$ cat config.mk
export PLATFORM = sky130hd
export DESIGN_NAME = hsv_to_rgb_converter
export DESIGN_NICKNAME = d
export VERILOG_FILES = /design/src/rtl/h2r_pkg.sv /design/src/rtl/hsv_to_rgb_converter.sv /design/src/rtl/h2r_sector.sv /design/src/rtl/h2r_product.sv /design/src/rtl/h2r_divide.sv
export SDC_FILE = /design/constraint.sdc
export NUM_CORES = 1
export LEC_CHECK = 0
export BUFFER_PORTS_ARGS = -buffer_cell sky130_fd_sc_hd__buf_4
export CORE_AREA = 2 2 233 292
export DETAILED_ROUTE_END_ITERATION = 16
export DIE_AREA = 0 0 235 294
export SLEW_MARGIN = 20
export SYNTH_ARGS = -nofsm -noshare
export SYNTH_HDL_FRONTEND = slang
export SYNTH_HIERARCHICAL = 1
export SYNTH_SLANG_ARGS = --single-unit
$ cat constraint.sdc
create_clock -name clk -period 6.4 [get_ports clk]
set_clock_uncertainty 0.15 [all_clocks]
set_input_delay 0.32 -clock clk [delete_from_list [all_inputs] [get_ports clk]]
set_output_delay 0.32 -clock clk [all_outputs]
set_load 0.02 [all_outputs]
$ cat src/rtl/h2r_pkg.sv
`timescale 1ns / 1ps
// Shared types and constants for the HSV to RGB converter pipeline.
// No dependencies; every other file imports this package.
package h2r_pkg;

  localparam int unsigned SectorDeg = 60;
  localparam int unsigned FullDeg   = 360;
  localparam int unsigned UnitScale = 15300;  // 255 * 60

  // floor(n / 15300) == ((n >> 2) * RecipMul) >> RecipShift for n < 2^22
  localparam int unsigned RecipShift = 32;
  localparam logic [20:0] RecipMul   = 21'd1122868;

  typedef enum logic [2:0] {
    SEC_RY = 3'd0,
    SEC_YG = 3'd1,
    SEC_GC = 3'd2,
    SEC_CB = 3'd3,
    SEC_BM = 3'd4,
    SEC_MR = 3'd5
  } sector_t;

  // after sector split
  typedef struct packed {
    sector_t     sector;
    logic [5:0]  span;   // weight subtracted for the secondary channel
    logic [7:0]  sat;
    logic [7:0]  val;
  } s1_t;

  // after the first products
  typedef struct packed {
    sector_t     sector;
    logic [5:0]  span;
    logic [15:0] vs;
    logic [21:0] base;
    logic [7:0]  val;
  } s2_t;

  // channel numerators
  typedef struct packed {
    sector_t     sector;
    logic [21:0] lo_num;
    logic [21:0] x_num;
    logic [7:0]  val;
  } s3_t;

  // channel levels before sector routing
  typedef struct packed {
    sector_t     sector;
    logic [7:0]  lo;
    logic [7:0]  x;
    logic [7:0]  val;
  } s4_t;

endpackage

$ cat src/rtl/hsv_to_rgb_converter.sv
`timescale 1ns / 1ps
// Top level of the HSV to RGB converter: stage chain and sector routing to R, G, B.
// Depends on h2r_pkg, h2r_sector, h2r_product and h2r_divide.
//
//   channel | handshake          | payload
//   --------+--------------------+-------------------------------
//   input   | in_valid, in_stall | hue[8:0] saturation brightness
//   output  | out_valid,out_stall| red green blue (8 bits each)
//
// One pixel per clock while the output is not stalled, through five register stages
// (sector split, products, numerators, reciprocal divide, channel routing).
// Synchronous reset clears all stage valid bits; payload registers are not reset.
// A stall on the output holds every full stage; empty stages still fill, so
// bubbles close up while the output waits.
module hsv_to_rgb_converter import h2r_pkg::*; (
  input  logic       clk,
  input  logic       rst,
  input  logic       in_valid,
  output logic       in_stall,
  input  logic [8:0] hue,
  input  logic [7:0] saturation,
  input  logic [7:0] brightness,
  output logic       out_valid,
  input  logic       out_stall,
  output logic [7:0] red,
  output logic [7:0] green,
  output logic [7:0] blue
);

  logic in_ready;
  logic s1_valid, s1_ready;
  logic s3_valid, s3_ready;
  logic s4_valid, s4_ready;
  s1_t  s1;
  s3_t  s3;
  s4_t  s4;
  logic [7:0] red_next, green_next, blue_next;

  assign in_stall = !in_ready;

  h2r_sector u_sector (
    .clk       (clk),
    .rst       (rst),
    .in_valid  (in_valid),
    .in_ready  (in_ready),
    .hue       (hue),
    .sat       (saturation),
    .val       (brightness),
    .out_valid (s1_valid),
    .out_ready (s1_ready),
    .out_data  (s1)
  );

  h2r_product u_product (
    .clk       (clk),
    .rst       (rst),
    .in_valid  (s1_valid),
    .in_ready  (s1_ready),
    .in_data   (s1),
    .out_valid (s3_valid),
    .out_ready (s3_ready),
    .out_data  (s3)
  );

  h2r_divide u_divide (
    .clk       (clk),
    .rst       (rst),
    .in_valid  (s3_valid),
    .in_ready  (s3_ready),
    .in_data   (s3),
    .out_valid (s4_valid),
    .out_ready (s4_ready),
    .out_data  (s4)
  );

  // route peak level (val), secondary (x) and floor (lo) by sector
  always_comb begin
    case (s4.sector)
      SEC_RY: begin
        red_next = s4.val; green_next = s4.x; blue_next = s4.lo;
      end
      SEC_YG: begin
        red_next = s4.x; green_next = s4.val; blue_next = s4.lo;
      end
      SEC_GC: begin
        red_next = s4.lo; green_next = s4.val; blue_next = s4.x;
      end
      SEC_CB: begin
        red_next = s4.lo; green_next = s4.x; blue_next = s4.val;
      end
      SEC_BM: begin
        red_next = s4.x; green_next = s4.lo; blue_next = s4.val;
      end
      default: begin
        red_next = s4.val; green_next = s4.lo; blue_next = s4.x;
      end
    endcase
  end

  assign s4_ready = !out_valid || !out_stall;

  always_ff @(posedge clk) begin
    if (rst) begin
      out_valid <= 1'b0;
    end else if (s4_ready) begin
      out_valid <= s4_valid;
    end
  end

  always_ff @(posedge clk) begin
    if (s4_valid && s4_ready) begin
      red <= red_next;
      green <= green_next;
      blue <= blue_next;
    end
  end

endmodule

$ cat src/rtl/h2r_sector.sv
`timescale 1ns / 1ps
// First pipeline stage: hue wrap, sector and in-sector offset.
// Depends on h2r_pkg.
module h2r_sector import h2r_pkg::*; (
  input  logic       clk,
  input  logic       rst,
  input  logic       in_valid,
  output logic       in_ready,
  input  logic [8:0] hue,
  input  logic [7:0] sat,
  input  logic [7:0] val,
  output logic       out_valid,
  input  logic       out_ready,
  output s1_t        out_data
);

  logic [8:0] hue_w;
  logic [8:0] sec_base;
  logic [8:0] rem_full;
  logic [5:0] rem;
  sector_t    sector;
  s1_t        data_next;

  always_comb begin
    hue_w = (hue >= 9'(FullDeg)) ? hue - 9'(FullDeg) : hue;
    if (hue_w < 9'(SectorDeg)) begin
      sector = SEC_RY;
      sec_base = 9'd0;
    end else if (hue_w < 9'(2 * SectorDeg)) begin
      sector = SEC_YG;
      sec_base = 9'(SectorDeg);
    end else if (hue_w < 9'(3 * SectorDeg)) begin
      sector = SEC_GC;
      sec_base = 9'(2 * SectorDeg);
    end else if (hue_w < 9'(4 * SectorDeg)) begin
      sector = SEC_CB;
      sec_base = 9'(3 * SectorDeg);
    end else if (hue_w < 9'(5 * SectorDeg)) begin
      sector = SEC_BM;
      sec_base = 9'(4 * SectorDeg);
    end else begin
      sector = SEC_MR;
      sec_base = 9'(5 * SectorDeg);
    end
    rem_full = hue_w - sec_base;
    rem = rem_full[5:0];
    data_next.sector = sector;
    // rising edge in even sectors, falling in odd ones
    data_next.span = sector[0] ? rem : 6'(SectorDeg) - rem;
    data_next.sat = sat;
    data_next.val = val;
  end

  assign in_ready = !out_valid || out_ready;

  always_ff @(posedge clk) begin
    if (rst) begin
      out_valid <= 1'b0;
    end else if (in_ready) begin
      out_valid <= in_valid;
    end
  end

  always_ff @(posedge clk) begin
    if (in_valid && in_ready) begin
      out_data <= data_next;
    end
  end

endmodule

$ cat src/rtl/h2r_product.sv
`timescale 1ns / 1ps
// Second and third pipeline stages: v*s and v*15300, then the channel numerators.
// Depends on h2r_pkg.
module h2r_product import h2r_pkg::*; (
  input  logic clk,
  input  logic rst,
  input  logic in_valid,
  output logic in_ready,
  input  s1_t  in_data,
  output logic out_valid,
  input  logic out_ready,
  output s3_t  out_data
);

  logic mid_valid;
  logic mid_ready;
  s2_t  mid;
  s2_t  mid_next;
  s3_t  data_next;
  logic [21:0] vs_chroma;
  logic [21:0] vs_span;

  always_comb begin
    mid_next.sector = in_data.sector;
    mid_next.span = in_data.span;
    mid_next.vs = 16'(in_data.val) * 16'(in_data.sat);
    mid_next.base = 22'(in_data.val) * 22'(UnitScale);
    mid_next.val = in_data.val;
  end

  assign in_ready = !mid_valid || mid_ready;

  always_ff @(posedge clk) begin
    if (rst) begin
      mid_valid <= 1'b0;
    end else if (in_ready) begin
      mid_valid <= in_valid;
    end
  end

  always_ff @(posedge clk) begin
    if (in_valid && in_ready) begin
      mid <= mid_next;
    end
  end

  // base never falls below either product, since vs <= 255 * val
  always_comb begin
    vs_chroma = 22'(mid.vs) * 22'(SectorDeg);
    vs_span = 22'(mid.vs) * 22'(mid.span);
    data_next.sector = mid.sector;
    data_next.lo_num = mid.base - vs_chroma;
    data_next.x_num = mid.base - vs_span;
    data_next.val = mid.val;
  end

  assign mid_ready = !out_valid || out_ready;

  always_ff @(posedge clk) begin
    if (rst) begin
      out_valid <= 1'b0;
    end else if (mid_ready) begin
      out_valid <= mid_valid;
    end
  end

  always_ff @(posedge clk) begin
    if (mid_valid && mid_ready) begin
      out_data <= data_next;
    end
  end

endmodule

$ cat src/rtl/h2r_divide.sv
`timescale 1ns / 1ps
// Fourth pipeline stage: divide both numerators by 15300 through a reciprocal product.
// Depends on h2r_pkg.
module h2r_divide import h2r_pkg::*; (
  input  logic clk,
  input  logic rst,
  input  logic in_valid,
  output logic in_ready,
  input  s3_t  in_data,
  output logic out_valid,
  input  logic out_ready,
  output s4_t  out_data
);

  logic [40:0] prod_lo;
  logic [40:0] prod_x;
  s4_t         data_next;

  // drop the factor of four first, then multiply by the reciprocal of 3825
  always_comb begin
    prod_lo = 41'(in_data.lo_num[21:2]) * 41'(RecipMul);
    prod_x = 41'(in_data.x_num[21:2]) * 41'(RecipMul);
    data_next.sector = in_data.sector;
    data_next.lo = prod_lo[RecipShift +: 8];
    data_next.x = prod_x[RecipShift +: 8];
    data_next.val = in_data.val;
  end

  assign in_ready = !out_valid || out_ready;

  always_ff @(posedge clk) begin
    if (rst) begin
      out_valid <= 1'b0;
    end else if (in_ready) begin
      out_valid <= in_valid;
    end
  end

  always_ff @(posedge clk) begin
    if (in_valid && in_ready) begin
      out_data <= data_next;
    end
  end

endmodule

After elaboration in Yosys (flattened, before gate mapping)
Cells that the tools add are included.
- add/sub/neg operators: 5
- $mul: 6
- div/mod/pow operators: 0
- order comparisons: 6
- eq/ne operators: 4
- shifts and indexed selects: 0
- multiplexer cells: 15
- bitwise logic cells: 0
- reductions and logical operators: 26
- operators with widths (operator ; count):
    20-bit by 19-bit multiplier with 38-bit output (second input constant) ; 2
    8-bit case mux with 2 select lines ; 3
    22-bit subtractor ; 2
    6-bit 2-to-1 mux ; 5
    16-bit by 6-bit multiplier with 22-bit output ; 1
    16-bit by 4-bit multiplier with 20-bit output (second input constant) ; 1
    8-bit by 12-bit multiplier with 20-bit output (second input constant) ; 1
    9-bit by 8-bit < comparator with 1-bit output (second input constant) ; 2
    8-bit by 8-bit multiplier with 16-bit output ; 1
    2-bit OR reduction ; 7
    9-bit >= comparator (second input constant) ; 1
    9-bit by 6-bit < comparator with 1-bit output (second input constant) ; 1
    9-bit by 7-bit < comparator with 1-bit output (second input constant) ; 1
    9-bit < comparator (second input constant) ; 1
    9-bit 2-to-1 mux ; 1
    9-bit subtractor (second input constant) ; 1
    1-bit zero test ; 7
    3-bit by 2-bit == test with 1-bit output (second input constant) ; 2
    6-bit subtractor ; 1
    6-bit subtractor (first input constant) ; 1
    1-bit logical AND ; 5
    1-bit logical OR ; 5
    5-bit 2-to-1 mux ; 1
    2-bit 2-to-1 mux ; 2
    other kinds (5) ; 7
- register bits after elaboration: 189
- bits in latches: 0
- memory bits (writable): 0
- bits in read-only memories: 0
- bits of input ports: 29
- output and inout port bits: 26
- word-level logic and storage cells: 89
- memories: 0

Longest topological paths before layout
- depth in word-level cells: 11
- mapped depth: 22

Hierarchy
The synthesis kept the hierarchy.
- by module, submodules not included (module ; instances ; cells each ; area each (sq um)):
    h2r_product ; 1 ; 1246 ; 12608.3
    h2r_divide ; 1 ; 1082 ; 10456.3
    h2r_sector ; 1 ; 145 ; 1677.9
    hsv_to_rgb_converter ; 1 ; 156 ; 1565.3

Least setup slack after synthesis
Ideal clock, no wire load.
- kind: register -> register
- from: register u_product/out_data[19] (netlist bit)
- to: register u_divide/out_data[12] (netlist bit), data pin
- arrival: 4.904 ns
- path slack: 1.211 ns
- stages on the path, launching flop included: 16
- buffers on the path: 0
- clock period less this slack: 5.189 ns
- cell sequence: edfxtp_1 ha_1 fa_1 fa_1 fa_1 inv_1 fa_1 inv_1 ha_1 a211oi_2 o21ai_1 and4b_1 o41a_1 o31a_1 or4_1 nand3_1
- cells in the longest elaborated chain, start to end: 1
- RTL lines (what ; RTL line ; RTL):
    start, declared ; h2r_product.sv:12 ; output s3_t out_data
    start signal, assigned ; h2r_product.sv:69 ; out_data <= data_next;
    20-bit by 19-bit multiplier with 38-bit output ; h2r_divide.sv:22 ; prod_x = 41'(in_data.x_num[21:2]) * 41'(RecipMul);
    net u_divide.prod_x[36] ; h2r_divide.sv:16 ; logic [40:0] prod_x;
    end signal, assigned ; h2r_divide.sv:41 ; out_data <= data_next;
    end, declared ; h2r_divide.sv:12 ; output s4_t out_data
The timed path passes the listed nets, and every way through them passes these cells.
A chain may end at the register's enable or synchronous reset.

Worst setup path after layout
- from: register u_product/out_data[48] (netlist bit)
- to: register u_divide/out_data[21] (netlist bit), data pin
- cells in the longest elaborated chain, start to end: 1
- RTL lines (what ; RTL line ; RTL):
    20-bit by 19-bit multiplier with 38-bit output ; h2r_divide.sv:21 ; prod_lo = 41'(in_data.lo_num[21:2]) * 41'(RecipMul);
    net u_divide.prod_lo[37] ; h2r_divide.sv:15 ; logic [40:0] prod_lo;
The timed path passes the listed nets, and every way through them passes these cells.

==> flow_summary.toml <==
[cts]
cts_buffer_depth = 2
h-tree-depth = 4
worstSkewPairLatency_ns = 0.50
cts_tree = "built"
cts_root_buf = "clkbuf_16"
cts_buffers = 17
cts.sinks = 181
clkTransAtPathRegs_ns = 0.08
cts_setup_buffers = 0

[sta]
tightest_slew_ns = 1.08
finalHoldViolCount = 0
fin_crit_sh = 0.889
rsz0062_at_grt = "false"
max_freq_mhz = 176
fin_ws_ns = 0.707
slew_viol_final = 0
fin_crit_ns = 5.69
final-setup-viol-count = 0
relSlewSlack = 0.277
tns_ns = 0

[route]
drcViolationCount = 0
drtPass1Iterations = 7
viasPerCell = 5.01
drt_iter0_drc = 756
vias = 17900
drtAntennaViolNets = 0
wire_per_inst_um = 16.0
postRouteWirelength_um = 57300

[global_routing]
grt_max_degree = 52
grt_pass1_wl_um = 95500
antenna_found_initial = 0
grt_overflow = 0
grt_pass1_vias = 19300
grt.total_usage = 0.172

[critical_path]
worstPathMaxFanout = 6
path_class = "reg2reg"
rr_startpoint = "u_product/out_data[48]"
r2r_cells = 18
required_ns = 6.48
r2r_end = "u_divide/out_data[21]"
path_cells = "ha_1, ha_1, inv_1, fa_1, inv_1, ha_1, fa_1, inv_1, fa_1, inv_1, ha_1, a21oi_1, o21ai_0, a211oi_1, a211oi_1, nor3_1, o21ai_0, xor2_1"
max_stage_delay_ns = 0.57
slowest_stage = "edfxtp_1"
cp_num_buf_inv = 4
crit_path_start = "u_product/out_data[48]"
path_delay_family = "adder cells"
crit_arrival_ns = 5.77
worst_setup_path_start_kind = "flop"
rrSetupSlack_ns = 0.71
crit_path_end_kind = "flop"

[cells_and_area]
syn_to_final_growth_pct = 8.49
num_antenna_cells = 0
final_net_count = 3514
stdcell_area_um2 = 28500
drive_gt1_frac = 0.0539
instances_no_fill = 3571

[synth]
syn_area_per_cell_um2 = 10.0
mappedNetlistArea_um2 = 26200
synth-warning-count = 6
synth_cells = 2624
synth_nets = 3444

[floorplan]
die_w_um = 235
rows = 106
dieArea_um2 = 69100
start_util = 0.395
io_pins = 55
core_um2 = 66400
fp.dieH_um = 294

[placement]
gp_congestion = 0.874
preCtsSetupSlack_ns = 0.753
dp_hpwl_um = 48800
place_inst = 3518
placed_cell_area_um2 = 27600
portBuffers = 54

[run_status]
outcome = "completed"

[min_path]
hold_path_class = "in2reg"
min_from = "hue[2]"
min_to = "u_sector/out_data[18]"
hold_depth = 2

[flow_run]
maxCapViolCount = 0
[through the flow]
stage	hold slack [ns]	util
after global routing	0.0322	0.428
after floorplan	0.239	-
final	0.0432	0.428
after global placement	0.252	0.416
after detailed placement	0.255	0.416
after CTS	0.0167	0.428
[routing by layer]
layer,vias to the layer above,track usage,part of all wire
met5,-,0,0
met4,0,0.0614,0.030
met3,73,0.0215,0.025
met2,277,0.326,0.52
met1,8688,0.196,0.42
li1,8861,-,-
[worst reg2reg max path, delay by kind of cell, from the launching register on]
family          cells  cell delay, ns
xor+xnor            1            0.17
fa+ha+maj           7            2.87
buf+inv             4            0.23
simple gates        1            0.42
flops               1            0.57
compound gates      5            1.03
[state kept, by name, summed over array words and instances (netlist names), 8 cells and up]
name and cells:
u_sector/out_data 25, u_product/data_next 11, green 8, blue 8, red 8, u_divide/out_data 27
u_product/out_data 51, u_product/mid 38
[what timing repair did]
item                      CTS  global route
hold buffers               20             0
hold endpoints to repair   22             0
gates resized for setup     0             0
[how the worst max path moves through the flow]
stage,endpoint,cells after the start
2_1_floorplan,u_divide/out_data[12],15
3_3_place_gp,u_divide/out_data[14],15
3_5_place_dp,u_divide/out_data[12],18
4_1_cts,u_divide/out_data[12],18
5_1_grt,u_product/out_data[29],16
6_report,u_divide/out_data[21],18
[final cells by class]
class	instances	area, um2
clock buffers	17	425
clock inverters	15	189
flip-flops and latches	181	5390
inverters	612	2300
repair buffers	80	654
fillers	6345	38000
multi-input cells	1802	18400
well taps	864	1080
[cells in the final DEF, fill, tap and decap left out, types with 42 or more instances in the layout]
cell        n
o21ai_0    57
buf_4      59
and2_1     64
ha_1      491
nor2_1     87
inv_1     611
edfxtp_1  176
a21o_1     42
a21oi_1   110
fa_1      300
nand2_1   173
xnor2_1    67
Power is not shown: default switching activity piles up to over one toggle a cycle in this logic, so the estimate is an artifact.
